File: config.mk
export PLATFORM = sky130hd
export DESIGN_NAME = http_request_head_tokenizer
export DESIGN_NICKNAME = d
export VERILOG_FILES = /design/src/sv/hrt_pkg.sv /design/src/sv/hrt_step.sv /design/src/sv/hrt_outq.sv /design/src/sv/http_request_head_tokenizer.sv
export SDC_FILE = /design/constraint.sdc
export NUM_CORES = 1
export LEC_CHECK = 0
export ABC_AREA = 1
export BUFFER_PORTS_ARGS = -buffer_cell sky130_fd_sc_hd__buf_2
export CORE_ASPECT_RATIO = 0.5
export CORE_MARGIN = 5
export CORE_UTILIZATION = 65
export CTS_CLUSTER_SIZE = 20
export DETAILED_ROUTE_END_ITERATION = 10
export HOLD_SLACK_MARGIN = 0.1
export PLACE_DENSITY = 0.84
export SLEW_MARGIN = 20
export SYNTH_ARGS = -nofsm -noshare
export SYNTH_HDL_FRONTEND = slang
export SYNTH_HIERARCHICAL = 1
export SYNTH_SLANG_ARGS = --single-unit
File: constraint.sdc
create_clock -name clk -period 11.4 [get_ports clk]
set_input_delay 1.14 -clock clk [delete_from_list [all_inputs] [get_ports clk]]
set_output_delay 1.14 -clock clk [all_outputs]
set_load 0.05 [all_outputs]
File: src/sv/hrt_pkg.sv
// ============================================================================
// hrt_pkg: shared types and constants for the HTTP request head tokenizer
// Holds the parser phase encoding, the role and error codes, the result
// item layout and small helper functions used by the tokenizer modules.
// ============================================================================
package hrt_pkg;

  // Bytes that steer the parser.
  localparam logic [7:0] CH_SP    = 8'h20;
  localparam logic [7:0] CH_COLON = 8'h3A;
  localparam logic [7:0] CH_CR    = 8'h0D;
  localparam logic [7:0] CH_LF    = 8'h0A;

  // Depth of the result queue and its pointer width.
  localparam int QDEPTH = 4;
  localparam int QPTR_W = 2;
  localparam int QCNT_W = 3;

  // Parser phase, one-hot.
  typedef enum logic [7:0] {
    PH_METHOD  = 8'b0000_0001,
    PH_URL     = 8'b0000_0010,
    PH_VERSION = 8'b0000_0100,
    PH_LINE    = 8'b0000_1000,
    PH_NAME    = 8'b0001_0000,
    PH_SKIP    = 8'b0010_0000,
    PH_VALUE   = 8'b0100_0000,
    PH_BODY    = 8'b1000_0000
  } ph_t;

  typedef enum logic [2:0] {
    ROLE_METHOD  = 3'd0,
    ROLE_URL     = 3'd1,
    ROLE_VERSION = 3'd2,
    ROLE_NAME    = 3'd3,
    ROLE_VALUE   = 3'd4,
    ROLE_DELIM   = 3'd5,
    ROLE_BODY    = 3'd6
  } role_t;

  typedef enum logic [2:0] {
    ERR_NONE       = 3'd0,
    ERR_NO_METHOD  = 3'd1,
    ERR_NO_URL     = 3'd2,
    ERR_NO_VERSION = 3'd3,
    ERR_NO_COLON   = 3'd4,
    ERR_NO_VALUE   = 3'd5
  } err_t;

  typedef struct packed {
    logic [7:0] byte_out;
    role_t      role;
    logic [5:0] header_number;
    logic       field_start;
    logic       head_done;
    err_t       error_code;
    logic       last_of_run;
  } res_t;

  // Results produced by one committed input item.
  typedef struct packed {
    logic [1:0] cnt;
    res_t       r0;
    res_t       r1;
  } push_t;

  function automatic role_t phase_role(input ph_t ph);
    role_t r;
    case (ph)
      PH_METHOD:         r = ROLE_METHOD;
      PH_URL:            r = ROLE_URL;
      PH_VERSION:        r = ROLE_VERSION;
      PH_LINE, PH_NAME:  r = ROLE_NAME;
      PH_SKIP, PH_VALUE: r = ROLE_VALUE;
      default:           r = ROLE_BODY;
    endcase
    return r;
  endfunction

  function automatic err_t phase_err(input ph_t ph);
    err_t e;
    case (ph)
      PH_METHOD:         e = ERR_NO_METHOD;
      PH_URL:            e = ERR_NO_URL;
      PH_VERSION:        e = ERR_NO_VERSION;
      PH_LINE, PH_NAME:  e = ERR_NO_COLON;
      PH_SKIP, PH_VALUE: e = ERR_NO_VALUE;
      default:           e = ERR_NONE;
    endcase
    return e;
  endfunction

  function automatic res_t mk_res(input logic [7:0] b, input role_t role,
                                  input logic [5:0] hn, input logic fs,
                                  input logic hd);
    res_t r;
    r.byte_out      = b;
    r.role          = role;
    r.header_number = hn;
    r.field_start   = fs;
    r.head_done     = hd;
    r.error_code    = ERR_NONE;
    r.last_of_run   = 1'b0;
    return r;
  endfunction

endpackage

File: src/sv/hrt_step.sv
// ============================================================================
// hrt_step: input register, parser state and byte classification
// Registers one input item, classifies it against the parser state and
// commits the state update when the result queue has room for two results.
// ============================================================================
module hrt_step #(
  parameter int MAX_HEADERS = 64
) (
  input  logic          clk,
  input  logic          rst_n,
  input  logic          in_tvalid,
  output logic          in_tready,
  input  logic [7:0]    in_byte,
  input  logic          in_first,
  input  logic          in_last,
  input  logic          space_ok,
  output hrt_pkg::push_t push
);

  localparam logic [5:0] HDR_CAP =
    6'((MAX_HEADERS - 1 > 63) ? 63 : (MAX_HEADERS - 1));

  logic          vld_r;
  logic [7:0]    byte_r;
  logic          first_r;
  logic          last_r;

  hrt_pkg::ph_t  ph_r;
  logic          hcr_r;
  logic [5:0]    hc_r;
  logic          inf_r;

  hrt_pkg::ph_t  ph;
  logic          hcr;
  logic [5:0]    hc;
  logic          inf;
  logic [1:0]    n;
  logic          hd;
  hrt_pkg::res_t res [2];
  logic          commit;

  assign commit    = vld_r && space_ok;
  assign in_tready = !vld_r || space_ok;

  always_ff @(posedge clk) begin
    if (!rst_n) begin
      vld_r <= 1'b0;
    end else if (in_tready) begin
      vld_r <= in_tvalid;
    end
  end

  always_ff @(posedge clk) begin
    if (in_tready && in_tvalid) begin
      byte_r  <= in_byte;
      first_r <= in_first;
      last_r  <= in_last;
    end
  end

  always_comb begin
    ph  = first_r ? hrt_pkg::PH_METHOD : ph_r;
    hcr = first_r ? 1'b0 : hcr_r;
    hc  = first_r ? 6'd0 : hc_r;
    inf = first_r ? 1'b0 : inf_r;
    n   = 2'd0;
    hd  = 1'b0;
    res[0] = '0;
    res[1] = '0;

    if (hcr && byte_r == hrt_pkg::CH_LF) begin
      // CR LF: both bytes are delimiters.
      hd  = (ph == hrt_pkg::PH_LINE);
      hcr = 1'b0;
      inf = 1'b0;
      res[0] = hrt_pkg::mk_res(hrt_pkg::CH_CR, hrt_pkg::ROLE_DELIM, hc, 1'b0, 1'b0);
      res[1] = hrt_pkg::mk_res(byte_r, hrt_pkg::ROLE_DELIM, hc, 1'b0, hd);
      n = 2'd2;
      if (ph == hrt_pkg::PH_LINE) begin
        ph = hrt_pkg::PH_BODY;
      end else begin
        if (ph == hrt_pkg::PH_VALUE && hc < HDR_CAP) begin
          hc = hc + 6'd1;
        end
        ph = hrt_pkg::PH_LINE;
      end
    end else begin
      if (hcr) begin
        // The held CR was not part of a line end: release it as content.
        hcr = 1'b0;
        if (ph == hrt_pkg::PH_LINE) begin
          ph  = hrt_pkg::PH_NAME;
          inf = 1'b0;
        end
        res[0] = hrt_pkg::mk_res(hrt_pkg::CH_CR, hrt_pkg::phase_role(ph), hc, !inf, 1'b0);
        inf = 1'b1;
        n = 2'd1;
      end
      case (ph)
        hrt_pkg::PH_METHOD, hrt_pkg::PH_URL: begin
          if (byte_r == hrt_pkg::CH_SP) begin
            res[n[0]] = hrt_pkg::mk_res(byte_r, hrt_pkg::ROLE_DELIM, hc, 1'b0, 1'b0);
            inf = 1'b0;
            ph  = (ph == hrt_pkg::PH_METHOD) ? hrt_pkg::PH_URL : hrt_pkg::PH_VERSION;
          end else begin
            res[n[0]] = hrt_pkg::mk_res(byte_r, hrt_pkg::phase_role(ph), hc, !inf, 1'b0);
            inf = 1'b1;
          end
          n = n + 2'd1;
        end
        hrt_pkg::PH_VERSION, hrt_pkg::PH_VALUE: begin
          if (byte_r == hrt_pkg::CH_CR) begin
            hcr = 1'b1;
          end else begin
            res[n[0]] = hrt_pkg::mk_res(byte_r, hrt_pkg::phase_role(ph), hc, !inf, 1'b0);
            inf = 1'b1;
            n = n + 2'd1;
          end
        end
        hrt_pkg::PH_LINE, hrt_pkg::PH_NAME: begin
          if (ph == hrt_pkg::PH_LINE && byte_r == hrt_pkg::CH_CR) begin
            hcr = 1'b1;
          end else begin
            ph = hrt_pkg::PH_NAME;
            if (byte_r == hrt_pkg::CH_COLON) begin
              res[n[0]] = hrt_pkg::mk_res(byte_r, hrt_pkg::ROLE_DELIM, hc, 1'b0, 1'b0);
              inf = 1'b0;
              ph  = hrt_pkg::PH_SKIP;
            end else begin
              res[n[0]] = hrt_pkg::mk_res(byte_r, hrt_pkg::ROLE_NAME, hc, !inf, 1'b0);
              inf = 1'b1;
            end
            n = n + 2'd1;
          end
        end
        hrt_pkg::PH_SKIP: begin
          res[n[0]] = hrt_pkg::mk_res(byte_r, hrt_pkg::ROLE_DELIM, hc, 1'b0, 1'b0);
          inf = 1'b0;
          ph  = hrt_pkg::PH_VALUE;
          n = n + 2'd1;
        end
        default: begin
          res[n[0]] = hrt_pkg::mk_res(byte_r, hrt_pkg::ROLE_BODY, hc, !inf, 1'b0);
          inf = 1'b1;
          n = n + 2'd1;
        end
      endcase
    end

    if (last_r) begin
      if (hcr) begin
        hcr = 1'b0;
        if (ph == hrt_pkg::PH_LINE) begin
          ph  = hrt_pkg::PH_NAME;
          inf = 1'b0;
        end
        res[n[0]] = hrt_pkg::mk_res(hrt_pkg::CH_CR, hrt_pkg::phase_role(ph), hc, !inf,
                                    1'b0);
        n = n + 2'd1;
      end
      if (n != 2'd0) begin
        res[~n[0]].error_code = hrt_pkg::phase_err(ph);
      end
      ph  = hrt_pkg::PH_METHOD;
      hcr = 1'b0;
      hc  = 6'd0;
      inf = 1'b0;
    end

    if (n != 2'd0) begin
      res[~n[0]].last_of_run = 1'b1;
    end
  end

  always_ff @(posedge clk) begin
    if (!rst_n) begin
      ph_r  <= hrt_pkg::PH_METHOD;
      hcr_r <= 1'b0;
      hc_r  <= 6'd0;
      inf_r <= 1'b0;
    end else if (commit) begin
      ph_r  <= ph;
      hcr_r <= hcr;
      hc_r  <= hc;
      inf_r <= inf;
    end
  end

  assign push.cnt = commit ? n : 2'd0;
  assign push.r0  = res[0];
  assign push.r1  = res[1];

endmodule

File: src/sv/hrt_outq.sv
// ============================================================================
// hrt_outq: result queue
// Four-entry queue that takes up to two results per cycle and hands out one
// result per cycle on the output channel while the output is ready.
// ============================================================================
module hrt_outq (
  input  logic           clk,
  input  logic           rst_n,
  input  hrt_pkg::push_t push,
  output logic           space_ok,
  output logic           out_valid,
  input  logic           out_ready,
  output hrt_pkg::res_t  out_res
);

  hrt_pkg::res_t                mem_r [hrt_pkg::QDEPTH];
  logic [hrt_pkg::QPTR_W-1:0]   wptr_r;
  logic [hrt_pkg::QPTR_W-1:0]   wptr_nxt;
  logic [hrt_pkg::QPTR_W-1:0]   rptr_r;
  logic [hrt_pkg::QCNT_W-1:0]   cnt_r;
  logic [hrt_pkg::QCNT_W-1:0]   cnt_nxt;
  logic                         pop;

  assign out_valid = (cnt_r != '0);
  assign pop       = out_valid && out_ready;
  assign space_ok  = (cnt_r <= hrt_pkg::QCNT_W'(hrt_pkg::QDEPTH - 2));
  assign out_res   = mem_r[rptr_r];

  assign wptr_nxt = wptr_r + hrt_pkg::QPTR_W'(push.cnt);
  assign cnt_nxt  = cnt_r + hrt_pkg::QCNT_W'(push.cnt) - hrt_pkg::QCNT_W'(pop);

  always_ff @(posedge clk) begin
    if (push.cnt != 2'd0) begin
      mem_r[wptr_r] <= push.r0;
    end
    if (push.cnt == 2'd2) begin
      mem_r[wptr_r + hrt_pkg::QPTR_W'(1)] <= push.r1;
    end
  end

  always_ff @(posedge clk) begin
    if (!rst_n) begin
      wptr_r <= '0;
      rptr_r <= '0;
      cnt_r  <= '0;
    end else begin
      wptr_r <= wptr_nxt;
      cnt_r  <= cnt_nxt;
      if (pop) begin
        rptr_r <= rptr_r + hrt_pkg::QPTR_W'(1);
      end
    end
  end

endmodule

File: src/sv/http_request_head_tokenizer.sv
// ============================================================================
// http_request_head_tokenizer: byte-wise HTTP/1.1 request head tokenizer
// Tags each request byte with its role and header index, marks field starts,
// the end of the head and early-end errors.
// ============================================================================
// The block takes one request byte per item and returns one or two result
// items per byte, each tagging a byte with its role (method, URL, version,
// header name, header value, delimiter or body), the current header index,
// a field-start mark, a head-done mark on the LF of the blank line and, on
// the last result of a final byte, the error code of an unfinished head.
// A CR that may open a line end is held and, unless it is the final byte,
// produces no result until the next byte shows whether it is a CR LF; that
// next byte then yields up to two results. An input item is registered,
// classified by a single pass of logic and its results are written into a
// four-entry result queue; a new item is taken every cycle as long as the
// queue holds at most two results, so while the output is ready the block
// sustains one item per cycle on traffic without CR LF pairs and drains the
// extra result of a CR LF through the queue.
module http_request_head_tokenizer #(
  parameter int MAX_HEADERS = 64
) (
  input  logic        clk,
  input  logic        rst_n,
  input  logic        in_tvalid,
  output logic        in_tready,
  input  logic [7:0]  in_tdata,   // [7:0] data_byte
  input  logic        in_tuser,   // [0] first_byte
  input  logic        in_tlast,   // last_byte
  output logic        out_tvalid,
  input  logic        out_tready,
  output logic [23:0] out_tdata,  // [7:0] byte_out, [13:8] header_number,
                                  // [14] field_start, [15] head_done,
                                  // [18:16] error_code, [23:19] zero
  output logic [2:0]  out_tuser,  // [2:0] role
  output logic        out_tlast   // last_of_run
);

  hrt_pkg::push_t push;
  hrt_pkg::res_t  res;
  logic           space_ok;

  // Input register, parser state and classification.
  hrt_step #(
    .MAX_HEADERS(MAX_HEADERS)
  ) u_step (
    .clk      (clk),
    .rst_n    (rst_n),
    .in_tvalid(in_tvalid),
    .in_tready(in_tready),
    .in_byte  (in_tdata),
    .in_first (in_tuser),
    .in_last  (in_tlast),
    .space_ok (space_ok),
    .push     (push)
  );

  // Result queue decouples the two results of a CR LF from the output rate.
  hrt_outq u_outq (
    .clk      (clk),
    .rst_n    (rst_n),
    .push     (push),
    .space_ok (space_ok),
    .out_valid(out_tvalid),
    .out_ready(out_tready),
    .out_res  (res)
  );

  assign out_tdata = {5'd0, res.error_code, res.head_done, res.field_start,
                      res.header_number, res.byte_out};
  assign out_tuser = res.role;
  assign out_tlast = res.last_of_run;

endmodule
==> impl_metrics.prom <==
# TYPE chip_impl_metric gauge
chip_impl_metric{name="cts-root-to-sink-buffers",unit=""} 2
chip_impl_info{name="setup_repair_after_global_routing_missed_its_margin",value="false"} 1
chip_impl_metric{name="syn-cell-area",unit="mm^2"} 0.00817
chip_impl_metric{name="xor_and_xnor_fraction_of_the_mapped_netlist_area",unit="%"} 0.735
chip_impl_metric{name="drtAntennaViolNets",unit=""} 0
chip_impl_metric{name="gp_congestion",unit=""} 0.971
chip_impl_info{name="mostFrequentLayoutCell",value="sky130_fd_sc_hd__nand2_1"} 1
chip_impl_metric{name="post-route-drc-count",unit=""} 0
chip_impl_metric{name="die_area",unit="mm^2"} 0.0151
chip_impl_metric{name="final_layout_size_suffix_gt1_share",unit="%"} 20.2
chip_impl_metric{name="grt_usage",unit="%"} 31.5
chip_impl_metric{name="synth.area.mux_share",unit="%"} 0.122
chip_impl_metric{name="slew_viol_final",unit=""} 0
chip_impl_metric{name="postSynthAreaPerCell",unit="um^2"} 8.23
chip_impl_info{name="timing.hold.worst.class",value="flop to flop"} 1
chip_impl_metric{name="floorplan.die.width",unit="um"} 169
chip_impl_metric{name="ffs_latches_synth",unit=""} 128
chip_impl_metric{name="yosysWarningCount",unit=""} 6
chip_impl_metric{name="post_synth_fa_ha_maj_area_fraction",unit="%"} 1.32
chip_impl_metric{name="cts.hold.buffers_added",unit=""} 0
chip_impl_info{name="cts_root_buf",value="sky130_fd_sc_hd__clkbuf_16"} 1
chip_impl_metric{name="final_cell_count_no_fill",unit=""} 1188
chip_impl_metric{name="grt.overflow.total",unit=""} 0
chip_impl_metric{name="grt_antenna_before_repair",unit=""} 0
chip_impl_metric{name="dr_total_vias",unit=""} 7268
chip_impl_metric{name="io_pins",unit=""} 44
chip_impl_metric{name="critPathMaxStageDelay",unit="ps"} 820
chip_impl_info{name="most-common-layout-cells",value="sky130_fd_sc_hd__nand2_1, sky130_fd_sc_hd__nor2_1, sky130_fd_sc_hd__edfxtp_1, sky130_fd_sc_hd__inv_1, sky130_fd_sc_hd__o21ai_1"} 1
chip_impl_info{name="largest_family_of_logic_cells_by_synthesized_area",value="simple AND/OR/NAND/NOR gates"} 1
chip_impl_metric{name="wl_per_cell",unit="um"} 19.2
chip_impl_metric{name="setup-tns-final",unit="ps"} 0
chip_impl_metric{name="share_of_synthesized_flip_flops_with_an_asynchronous_set_or_reset",unit="%"} 0
chip_impl_metric{name="ctsHtreeMaxLevel",unit=""} 4
chip_impl_metric{name="grt_pass1_vias",unit=""} 6863
chip_impl_metric{name="die_height",unit="um"} 89.3
chip_impl_metric{name="worst-endpoint-arrival",unit="ps"} 5660
chip_impl_info{name="crit_path_end_kind",value="flop"} 1
chip_impl_metric{name="worstPathBufferInverterCount",unit=""} 4
chip_impl_metric{name="floorplan.initialDensity",unit="%"} 67.8
chip_impl_metric{name="tightest_slew",unit="ps"} 1120
chip_impl_metric{name="synthesis.instances",unit=""} 993
chip_impl_metric{name="power_per_cell_area",unit="mW/mm^2"} 171
chip_impl_metric{name="fp.coreArea",unit="mm^2"} 0.0121
chip_impl_info{name="yosys_most_used_dff",value="sky130_fd_sc_hd__edfxtp_1"} 1
chip_impl_metric{name="via_per_inst",unit=""} 6.12
chip_impl_metric{name="wirelength",unit="um"} 22800
chip_impl_info{name="class_of_the_most_critical_setup_path",value="flop to flop"} 1
chip_impl_metric{name="area.growth.synth_to_final",unit="%"} 8.88
chip_impl_metric{name="slew-limit-headroom",unit="%"} 25.2
chip_impl_metric{name="final.period_utilization",unit="%"} 48.7
chip_impl_info{name="crit_path_start_kind",value="flop"} 1
chip_impl_metric{name="postCtsSetupBuffers",unit=""} 0
chip_impl_metric{name="max_clock_freq",unit="MHz"} 180
chip_impl_metric{name="antennaDiodeCount",unit=""} 0
chip_impl_metric{name="postCtsResizedCells",unit=""} 0
chip_impl_metric{name="synthDistinctLibCells",unit=""} 54
chip_impl_metric{name="synth_compound_area_share",unit="%"} 19.1
chip_impl_metric{name="final_net_count",unit=""} 1032
chip_impl_metric{name="vdd_drop_max",unit="mV"} 0.159
chip_impl_metric{name="count_of_port_buffers_added_during_placement",unit=""} 38
chip_impl_metric{name="maximum_number_of_pins_on_one_net_before_global_route_repair",unit=""} 48
chip_impl_metric{name="clk-insertion-delay-late",unit="ps"} 420
chip_impl_metric{name="hold_viol_final",unit=""} 0
chip_impl_metric{name="max_cap_violations",unit=""} 0
chip_impl_metric{name="fillCellCount",unit=""} 858
chip_impl_metric{name="ys_seq_area_share",unit="%"} 43.8
chip_impl_metric{name="drt-initial-drc-count",unit=""} 899
chip_impl_info{name="critPathTopFamily",value="simple AND/OR/NAND/NOR gates"} 1
chip_impl_metric{name="synth_edf_count",unit=""} 102
chip_impl_metric{name="row_count",unit=""} 28
chip_impl_metric{name="total_leakage_power",unit="nW"} 3.54
chip_impl_info{name="crit_path_top_delay_cell",value="sky130_fd_sc_hd__nand3_2"} 1
chip_impl_metric{name="tritoncts.num_buffers",unit=""} 17
chip_impl_metric{name="post-place-cells",unit=""} 1155
chip_impl_metric{name="grt_first_pass_wirelength",unit="um"} 36600
chip_impl_metric{name="crit_path_max_fanout",unit=""} 47
chip_impl_info{name="cp_cell_sequence",value="inv_2, nand2_2, inv_1, nand3_2, nand2_1, nand3_1, o21ai_0, inv_1, o21ai_0, nand2_1, nand3_1, a21oi_1, nor2_8, nand3_2, o31ai_4, buf_4"} 1
chip_impl_metric{name="critPathRequiredTime",unit="ps"} 11520
chip_impl_metric{name="hpwlAfterDp",unit="um"} 15900
chip_impl_metric{name="setup-violations-final",unit=""} 0
chip_impl_metric{name="reg_clk_slew_reported_paths",unit="ps"} 60
chip_impl_metric{name="synth-simple-area-share",unit="%"} 25.4
chip_impl_info{name="run_status",value="finished, final reports clean"} 1
chip_impl_metric{name="detailedRoute.firstPassIterationCount",unit=""} 5
chip_impl_metric{name="skew",unit="ps"} 8.43
chip_impl_metric{name="minimum_period_implied_by_the_final_worst_setup_slack",unit="ps"} 5550
chip_impl_metric{name="cts_sinks",unit=""} 128
chip_impl_info{name="cts_tree",value="yes"} 1
[cell usage after synthesis, types with 8 or more instances]
library cell / instances / area share, %
sky130_fd_sc_hd__buf_2: 11 / 0.67
sky130_fd_sc_hd__nand2_4: 8 / 1.1
sky130_fd_sc_hd__nand3_2: 15 / 1.8
sky130_fd_sc_hd__dfxtp_1: 26 / 6.4
sky130_fd_sc_hd__inv_1: 88 / 4.0
sky130_fd_sc_hd__edfxtp_1: 102 / 37
sky130_fd_sc_hd__nand2_1: 229 / 11
sky130_fd_sc_hd__o21ai_2: 52 / 5.6
sky130_fd_sc_hd__nand3_1: 28 / 1.7
sky130_fd_sc_hd__o21ai_1: 63 / 3.9
sky130_fd_sc_hd__nor2_1: 110 / 5.1
sky130_fd_sc_hd__o22ai_1: 23 / 1.8
sky130_fd_sc_hd__o21ai_0: 55 / 3.4
sky130_fd_sc_hd__nand2_2: 8 / 0.61
sky130_fd_sc_hd__a21oi_1: 28 / 1.7
sky130_fd_sc_hd__inv_2: 14 / 0.64
sky130_fd_sc_hd__nor2_2: 9 / 0.69
sky130_fd_sc_hd__buf_6: 19 / 2.6
sky130_fd_sc_hd__nand4_1: 13 / 0.99
sky130_fd_sc_hd__clkbuf_1: 12 / 0.55
[per-layer routing]
| metal | track usage [%] | vias to the layer above | wire length, um |
|---|---|---|---|
| met3 | 8.17 | 47 | 2500 |
| li1 | - | 3401 | - |
| met5 | 0 | - | 0 |
| met2 | 50.8 | 408 | 10200 |
| met4 | 9.20 | 0 | 426 |
| met1 | 43.1 | 3412 | 9680 |
[sequential cells by signal, summed over array words and instances (netlist names), 2 cells and up, named ones only]
| register | count |
|---|---|
| u_step/byte_r | 8 |
| u_outq/mem_r | 92 |
| u_outq/rptr_r | 2 |
| u_outq/cnt_r | 3 |
| u_step/ph_r | 8 |
| u_step/hc_r | 6 |
| u_outq/wptr_r | 2 |
[per-stage QoR]
stage / hold WS [ps] / instance area [um^2] / setup WS (ps) / utilization [%] / power [W]
final: 483 / 8900 / 5850 / 73.8 / 0.00152
after global routing: 506 / 8900 / 5340 / 73.8 / 0.00158
after CTS: 480 / 8870 / 6030 / 73.6 / 0.00152
after detailed placement: 471 / 8320 / 6070 / 69.0 / 0.000997
after global placement: 453 / 8300 / 6250 / 68.9 / 0.000986
after floorplan: 445 / 8190 / 6160 / - / 0.000893
[cells by family after synthesis]
group / Yosys count
simple gates: 444
compound gates: 248
buf+inv: 156
flops: 128
fa+ha+maj: 8
xor+xnor: 6
other cells: 2
mux: 1
[worst min-delay path, stage by stage, from the launching register on]
cell,delay [ps]
sky130_fd_sc_hd__dfxtp_1,320
sky130_fd_sc_hd__nand2_1,60
sky130_fd_sc_hd__a21oi_1,60
[cell type report]
class	count	area (um^2)	area share, %
Timing Repair Buffer	44	246	2.77
Sequential cell	128	3580	40.3
Multi-Input combinational cell	713	3900	43.8
Clock buffer	18	429	4.82
Clock inverter	14	130	1.46
Tap cell	165	206	2.32
Inverter	106	403	4.53
[worst paths after layout]
check                                        to  cells past startpoint  slack [ps]                   startpoint
setup reg to reg  u_outq/mem_r[0][13]$_DFFE_PP_                     16        5850     u_step/first_r$_DFFE_PP_
hold / removal      u_step/ph_r[1]$_SDFFE_PN0P_                      2         480  u_step/ph_r[1]$_SDFFE_PN0P_
hold reg to reg     u_step/ph_r[1]$_SDFFE_PN0P_                      2         480  u_step/ph_r[1]$_SDFFE_PN0P_
setup / recovery  u_outq/mem_r[0][13]$_DFFE_PP_                     16        5850     u_step/first_r$_DFFE_PP_
[power breakdown]
part	internal [W]	switching [W]
Clock	0.000302	0.000220
Sequential	0.000538	0.0000207
Combinational	0.000105	0.000334
(Power assumes the default switching activity.)
